===== src/hw/rtl/fwcp_pkg.sv =====
package fwcp_pkg;

	localparam int unsigned ADDR_W   = 24;
	localparam int unsigned SIZE_W   = 25;
	localparam int unsigned COUNT_W  = 17;
	localparam int unsigned OPCODE_W = 8;
	localparam int unsigned KIND_W   = 3;

	// page size in bytes, a power of two
	localparam int unsigned PAGE_BYTES = 256;
	localparam int unsigned PAGE_W     = $clog2(PAGE_BYTES);

	localparam int unsigned S_DATA_W = 56;
	localparam int unsigned M_DATA_W = 80;

	// flash erase, program and write-disable instruction bytes
	localparam logic [OPCODE_W-1:0] OP_NONE      = 8'h00;
	localparam logic [OPCODE_W-1:0] OP_ERASE_64K = 8'hD8;
	localparam logic [OPCODE_W-1:0] OP_ERASE_32K = 8'h52;
	localparam logic [OPCODE_W-1:0] OP_ERASE_4K  = 8'h20;
	localparam logic [OPCODE_W-1:0] OP_PROGRAM   = 8'h02;
	localparam logic [OPCODE_W-1:0] OP_WRDI      = 8'h04;

	localparam logic [SIZE_W-1:0] BLK_64K  = 25'h0010000;
	localparam logic [SIZE_W-1:0] BLK_32K  = 25'h0008000;
	localparam logic [SIZE_W-1:0] BLK_4K   = 25'h0001000;
	localparam logic [SIZE_W-1:0] SECT_MSK = 25'h0000FFF;

	typedef enum logic [KIND_W-1:0] {
		KIND_IDLE     = 3'd0,
		KIND_ERASE    = 3'd1,
		KIND_PROGRAM  = 3'd2,
		KIND_DISABLE  = 3'd3,
		KIND_REJECTED = 3'd4
	} kind_t;

	typedef enum logic {
		OPER_START = 1'b0,
		OPER_FETCH = 1'b1
	} oper_t;

endpackage


===== src/hw/rtl/flash_write_command_planner.sv =====
// channel  direction  handshake          payload
// s        in         s_tvalid/s_tready  s_tdata, s_tuser (operation)
// m        out        m_tvalid/m_tready  m_tdata, m_tuser (command_kind), m_tlast
//
// one word per cycle while m does not stall: an input register feeds one pass of
// adds and compares on the cursor registers, and the command lands in the output register.
// a start that fits gives no output word; every other word gives exactly one.
// arst_n clears the planner to idle with empty input and output registers.
// a stall on m holds the output word, and the input register takes a new word
// only when the one it holds can move on.
module flash_write_command_planner (
	input  logic                          clk,
	input  logic                          arst_n,
	input  logic                          s_tvalid,
	output logic                          s_tready,
	// start_address [23:0], request_size [48:24], zero pad
	input  logic [fwcp_pkg::S_DATA_W-1:0] s_tdata,
	// operation
	input  logic                          s_tuser,
	output logic                          m_tvalid,
	input  logic                          m_tready,
	// opcode [7:0], flash_address [31:8], byte_count [48:32], source_offset [72:49], zero pad
	output logic [fwcp_pkg::M_DATA_W-1:0] m_tdata,
	// command_kind
	output logic [fwcp_pkg::KIND_W-1:0]   m_tuser,
	output logic                          m_tlast
);
	import fwcp_pkg::*;

	typedef enum logic [1:0] {
		PH_IDLE,
		PH_ERASE,
		PH_PROGRAM,
		PH_DISABLE
	} phase_t;

	localparam logic [SIZE_W:0] FLASH_END = 26'd1 << ADDR_W;

	// input register
	logic              valid_s1;
	oper_t             oper_s1;
	logic [ADDR_W-1:0] addr_s1;
	logic [SIZE_W-1:0] size_s1;

	// planner state
	phase_t            phase_q;
	logic [SIZE_W-1:0] erase_cursor_q;
	logic [SIZE_W-1:0] erase_limit_q;
	logic [SIZE_W-1:0] program_cursor_q;
	logic [SIZE_W-1:0] remaining_q;
	logic [ADDR_W-1:0] origin_q;

	// output register
	logic                out_valid_q;
	kind_t               kind_q;
	logic [OPCODE_W-1:0] opcode_q;
	logic [ADDR_W-1:0]   flash_addr_q;
	logic [COUNT_W-1:0]  count_q;
	logic [ADDR_W-1:0]   offset_q;
	logic                last_q;

	logic advance;

	// combinational result of one word
	logic                emit;
	kind_t               kind_d;
	logic [OPCODE_W-1:0] opcode_d;
	logic [ADDR_W-1:0]   flash_addr_d;
	logic [COUNT_W-1:0]  count_d;
	logic [ADDR_W-1:0]   offset_d;
	logic                last_d;

	phase_t            phase_d;
	logic [SIZE_W-1:0] erase_cursor_d;
	logic [SIZE_W-1:0] erase_limit_d;
	logic [SIZE_W-1:0] program_cursor_d;
	logic [SIZE_W-1:0] remaining_d;
	logic [ADDR_W-1:0] origin_d;

	logic [SIZE_W:0]   end_sum;
	logic [SIZE_W:0]   limit_up;
	logic [SIZE_W-1:0] erase_left;
	logic [SIZE_W-1:0] erase_blk;
	logic [SIZE_W-1:0] erase_next;
	logic [PAGE_W:0]   page_room;
	logic [SIZE_W-1:0] chunk;

	assign advance  = valid_s1 && (!out_valid_q || m_tready);
	assign s_tready = !valid_s1 || advance;

	assign end_sum  = {2'b00, addr_s1} + {1'b0, size_s1};
	assign limit_up = (end_sum + {1'b0, SECT_MSK}) & ~{1'b0, SECT_MSK};

	assign erase_left = erase_limit_q - erase_cursor_q;
	assign page_room  = (PAGE_W + 1)'(PAGE_BYTES) - {1'b0, program_cursor_q[PAGE_W-1:0]};
	assign chunk      = (remaining_q < SIZE_W'(page_room)) ? remaining_q : SIZE_W'(page_room);

	// greedy erase block: largest aligned block that still fits
	always_comb begin
		if (erase_cursor_q[15:0] == 16'd0 && erase_left >= BLK_64K) begin
			erase_blk = BLK_64K;
		end else if (erase_cursor_q[14:0] == 15'd0 && erase_left >= BLK_32K) begin
			erase_blk = BLK_32K;
		end else begin
			erase_blk = BLK_4K;
		end
	end
	assign erase_next = erase_cursor_q + erase_blk;

	always_comb begin
		emit             = 1'b1;
		kind_d           = KIND_IDLE;
		opcode_d         = OP_NONE;
		flash_addr_d     = '0;
		count_d          = '0;
		offset_d         = '0;
		last_d           = 1'b0;
		phase_d          = phase_q;
		erase_cursor_d   = erase_cursor_q;
		erase_limit_d    = erase_limit_q;
		program_cursor_d = program_cursor_q;
		remaining_d      = remaining_q;
		origin_d         = origin_q;
		if (oper_s1 == OPER_START) begin
			phase_d          = PH_IDLE;
			erase_cursor_d   = '0;
			erase_limit_d    = '0;
			program_cursor_d = '0;
			remaining_d      = '0;
			origin_d         = '0;
			if (end_sum > FLASH_END) begin
				kind_d = KIND_REJECTED;
				last_d = 1'b1;
			end else begin
				emit             = 1'b0;
				origin_d         = addr_s1;
				program_cursor_d = {1'b0, addr_s1};
				remaining_d      = size_s1;
				if (size_s1 == '0) begin
					phase_d = PH_DISABLE;
				end else begin
					erase_cursor_d = {1'b0, addr_s1} & ~SECT_MSK;
					erase_limit_d  = limit_up[SIZE_W-1:0];
					phase_d        = PH_ERASE;
				end
			end
		end else begin
			unique case (phase_q)
				PH_ERASE: begin
					kind_d         = KIND_ERASE;
					flash_addr_d   = erase_cursor_q[ADDR_W-1:0];
					count_d        = erase_blk[COUNT_W-1:0];
					erase_cursor_d = erase_next;
					if (erase_blk == BLK_64K) begin
						opcode_d = OP_ERASE_64K;
					end else if (erase_blk == BLK_32K) begin
						opcode_d = OP_ERASE_32K;
					end else begin
						opcode_d = OP_ERASE_4K;
					end
					if (erase_next >= erase_limit_q) begin
						phase_d = PH_PROGRAM;
					end
				end
				PH_PROGRAM: begin
					kind_d           = KIND_PROGRAM;
					opcode_d         = OP_PROGRAM;
					flash_addr_d     = program_cursor_q[ADDR_W-1:0];
					count_d          = chunk[COUNT_W-1:0];
					offset_d         = program_cursor_q[ADDR_W-1:0] - origin_q;
					program_cursor_d = program_cursor_q + chunk;
					remaining_d      = remaining_q - chunk;
					if (remaining_q == chunk) begin
						phase_d = PH_DISABLE;
					end
				end
				PH_DISABLE: begin
					kind_d   = KIND_DISABLE;
					opcode_d = OP_WRDI;
					last_d   = 1'b1;
					phase_d  = PH_IDLE;
				end
				default: begin
					kind_d = KIND_IDLE;
				end
			endcase
		end
	end

	always_ff @(posedge clk or negedge arst_n) begin
		if (!arst_n) begin
			valid_s1         <= 1'b0;
			oper_s1          <= OPER_START;
			addr_s1          <= '0;
			size_s1          <= '0;
			phase_q          <= PH_IDLE;
			erase_cursor_q   <= '0;
			erase_limit_q    <= '0;
			program_cursor_q <= '0;
			remaining_q      <= '0;
			origin_q         <= '0;
			out_valid_q      <= 1'b0;
			kind_q           <= KIND_IDLE;
			opcode_q         <= OP_NONE;
			flash_addr_q     <= '0;
			count_q          <= '0;
			offset_q         <= '0;
			last_q           <= 1'b0;
		end else begin
			if (s_tvalid && s_tready) begin
				valid_s1 <= 1'b1;
				oper_s1  <= oper_t'(s_tuser);
				addr_s1  <= s_tdata[ADDR_W-1:0];
				size_s1  <= s_tdata[ADDR_W +: SIZE_W];
			end else if (advance) begin
				valid_s1 <= 1'b0;
			end

			if (advance) begin
				phase_q          <= phase_d;
				erase_cursor_q   <= erase_cursor_d;
				erase_limit_q    <= erase_limit_d;
				program_cursor_q <= program_cursor_d;
				remaining_q      <= remaining_d;
				origin_q         <= origin_d;
			end

			if (advance && emit) begin
				out_valid_q  <= 1'b1;
				kind_q       <= kind_d;
				opcode_q     <= opcode_d;
				flash_addr_q <= flash_addr_d;
				count_q      <= count_d;
				offset_q     <= offset_d;
				last_q       <= last_d;
			end else if (m_tready) begin
				out_valid_q <= 1'b0;
			end
		end
	end

	assign m_tvalid = out_valid_q;
	assign m_tuser  = kind_q;
	assign m_tlast  = last_q;
	assign m_tdata  = {
		(M_DATA_W - OPCODE_W - 2 * ADDR_W - COUNT_W)'(0),
		offset_q,
		count_q,
		flash_addr_q,
		opcode_q
	};

endmodule

===== config.mk =====
export PLATFORM = sky130hd
export DESIGN_NAME = flash_write_command_planner
export DESIGN_NICKNAME = d
export VERILOG_FILES = /design/src/hw/rtl/fwcp_pkg.sv /design/src/hw/rtl/flash_write_command_planner.sv
export SDC_FILE = /design/constraint.sdc
export NUM_CORES = 1
export LEC_CHECK = 0
export ABC_AREA = 1
export BUFFER_PORTS_ARGS = -buffer_cell sky130_fd_sc_hd__buf_4
export CAP_MARGIN = 40
export CORE_ASPECT_RATIO = 1.75
export CORE_MARGIN = 2
export CORE_UTILIZATION = 55
export CTS_CLUSTER_DIAMETER = 80
export CTS_CLUSTER_SIZE = 24
export DETAILED_ROUTE_END_ITERATION = 8
export GPL_TIMING_DRIVEN = 0
export PLACE_DENSITY = 0.75
export SLEW_MARGIN = 15
export SYNTH_ARGS = -nofsm -noshare
export SYNTH_HDL_FRONTEND = slang
export SYNTH_SLANG_ARGS = --single-unit
export TNS_END_PERCENT = 30

===== constraint.sdc =====
create_clock -name clk -period 6.3 [get_ports clk]
set_input_delay 0.315 -clock clk [delete_from_list [all_inputs] [get_ports clk]]
set_output_delay 0.315 -clock clk [all_outputs]
set_load 0.1 [all_outputs]

==> out/results.ini <==
[status]
status = finished clean

[timing]
drv_slew = 0
finalHoldViolCount = 0
skew_ns = 0.0220
setup_viol_count_final = 0
fin_ws_ns = 0.484
fin_setup_tns_ns = 0
fin_crit_sh_pct = 92.3
fmax_mhz = 172
rsz0062_at_grt = no
relSlewSlack_pct = 46.8
worst_slew_pin_slew_ns = 0.798
period_needed_ns = 5.82
holdWs_ns = 0.0193

[floorplan]
rows = 83
core_sq_mm = 0.0291
io_pins = 147
die_height_microns = 230
fp.dieW_microns = 133
dieArea_sq_mm = 0.0308
start_util_pct = 55.4

[flow_run]
maxCapViolCount = 0

[synthesis]
yosysTopAreaCell = dfrtp_1
ys_warn_count = 0
ys_ff_latch = 227
synthTopCellsByArea = dfrtp_1, nand2_1, ha_1
synth_top_area_share_pct = 35.2
ys_seq_area_share_pct = 35.2
synth-async-reset-ratio_pct = 100
synth_edf_count = 0
synthFlopType = dfrtp_1
syn_area_per_cell_sq_um = 7.31
synth.most_common_cell = nand2_1
netlist_instances = 2206
synthesis.area_sq_mm = 0.0161
synth.distinct_cells = 48
synthTopCellsByCount = nand2_1, inv_1, dfrtp_1

[placed_design]
pre_cts_slack_ns = 0.201
portBuffers = 131
gp_congestion = 0.996
hpwl_microns = 43300

[drt]
drc_errors = 0
ant_nets = 0
drt-wirelength-per-cell_microns = 19.3
first_pass_iters = 5
drt_wl_total_microns = 53400
drtIter0Drc = 1108
vias_per_cell = 5.75
via_count = 15900

[clocking]
clk_pin_slew_ns = 0.11
cts_sinks = 227
cts-root-buf = clkbuf_16
cts_buffers = 14
ctsHtreeMaxLevel = 1
clk_path_buf_depth = 3
cts_tree = yes
clkLatencyLatePin_ns = 0.52

[final_layout]
fill_cells = 2667
area_growth_pct = 13.0
nets = 2566
final_layout_size_suffix_gt1_share_pct = 10.2
diodes = 0

[grt]
grt_usage_pct = 34.8
grt-ovfl-total = 0
antenna_found_initial = 0
grt_pass1_wl_microns = 83100
grt_start_max_net_pins = 93
first_global_vias = 15500

[critical_path]
cp_slowest_cell = dfrtp_2
cp_slowest_stage_delay_ns = 0.52
crit_arrival_ns = 6.26
worst-endpoint-required_ns = 6.75
startpoint_type = register
worstSetupEndpointType = register
critPathMaxFanout = 10
crit_path_frequent_cell = nand2_1
worstSetupPathType = reg2reg

[min_path]
hold_class = in2reg

## registers in the layout (all words and copies together), names as in the netlist
register          flops
m_tuser               3
size_s1              25
phase_q               2
count_q              17
opcode_q              5
offset_q             24
flash_addr_q         24
m_tvalid              1
remaining_q          25
program_cursor_q     24
valid_s1              1
oper_s1               1
erase_cursor_q       13
origin_q             24
addr_s1              24
erase_limit_q        13
m_tlast               1
## what timing repair did
item,in CTS,in global routing
gates resized for setup,0,10
buffers inserted,0,2
endpoints found under the hold margin,47,0
hold buffers,1,0
setup endpoints to repair,0,25
## critical path: cells and delay by family, from the launching register on
kind	cells	cell delay (ns)
AND/OR/NAND/NOR	17	2.27
adder cells (fa/ha/maj)	3	0.90
XOR/XNOR	1	0.22
AO/OA/AOI/OAI	8	1.33
flip-flops	1	0.52
buffers and inverters	3	0.48
## metal layers
| metal | wire (microns) | global-route usage [%] |
|---|---|---|
| met1 | 19700 | 38.9 |
| met2 | 26500 | 62.0 |
| met3 | 2820 | 3.18 |
| met4 | 4480 | 24.3 |
| met5 | 0 | 0 |
## metrics by stage
step | std cells | utilization [%] | instance area (sq um)
finish | 2765 | 62.6 | 18200
global route | 2765 | 62.6 | 18200
CTS | 2763 | 62.5 | 18200
detailed placement | 2743 | 61.0 | 17700
global placement | 2740 | 60.7 | 17700
floorplan | 2227 | - | 16200
## cell type report
class                      count  area (sq um)  area share, %
buffer                        76           404           2.22
inverter                     242           908           4.99
multi-input combinational   1682          9230           50.7
clock inverter                 3          43.8          0.240
timing repair buffer         137          1080           5.91
tap                          382           478           2.62
clock buffer                  16           389           2.14
sequential                   227          5680           31.2
## cell families after synthesis
logic type | after synthesis | synth area share, %
compound gates | 454 | 15.4
xor+xnor | 47 | 2.60
fa+ha+maj | 125 | 9.89
buf+inv | 318 | 8.12
flops | 227 | 35.2
mux | 40 | 2.79
other cells | 1 | 0.0233
simple gates | 994 | 25.9
## cell usage in the layout, fill, tap and decap left out, drive strengths merged, types with 13 or more instances in the layout
cell type / n
nor2: 141
o21ai: 203
nand2: 603
a22oi: 19
inv: 242
mux2: 40
clkbuf: 52
a21oi: 155
nor4: 15
nand3: 165
xnor2: 15
o21bai: 13
ha: 121
conb: 22
nor3: 21
o22ai: 23
nand4: 34
dfrtp: 227
xor2: 32
buf: 176
## path summary, 6_finish.rpt
path | from | to | slack [ns] | cells after the start
worst min register to register | offset_q[1] | offset_q[1] | 0.48 | 2
min in group asynchronous | arst_n | count_q[2] | 0.28 | 2
worst max register to register | program_cursor_q[1] | remaining_q[20] | 0.48 | 32
worst min-delay path | s_tdata[45] | size_s1[21] | 0.02 | 2
worst max-delay path | program_cursor_q[1] | remaining_q[20] | 0.48 | 32
max in group asynchronous | arst_n | addr_s1[18] | 5.18 | 3
Power is not shown: default switching activity piles up to over one toggle a cycle in this logic, so the estimate is an artifact.
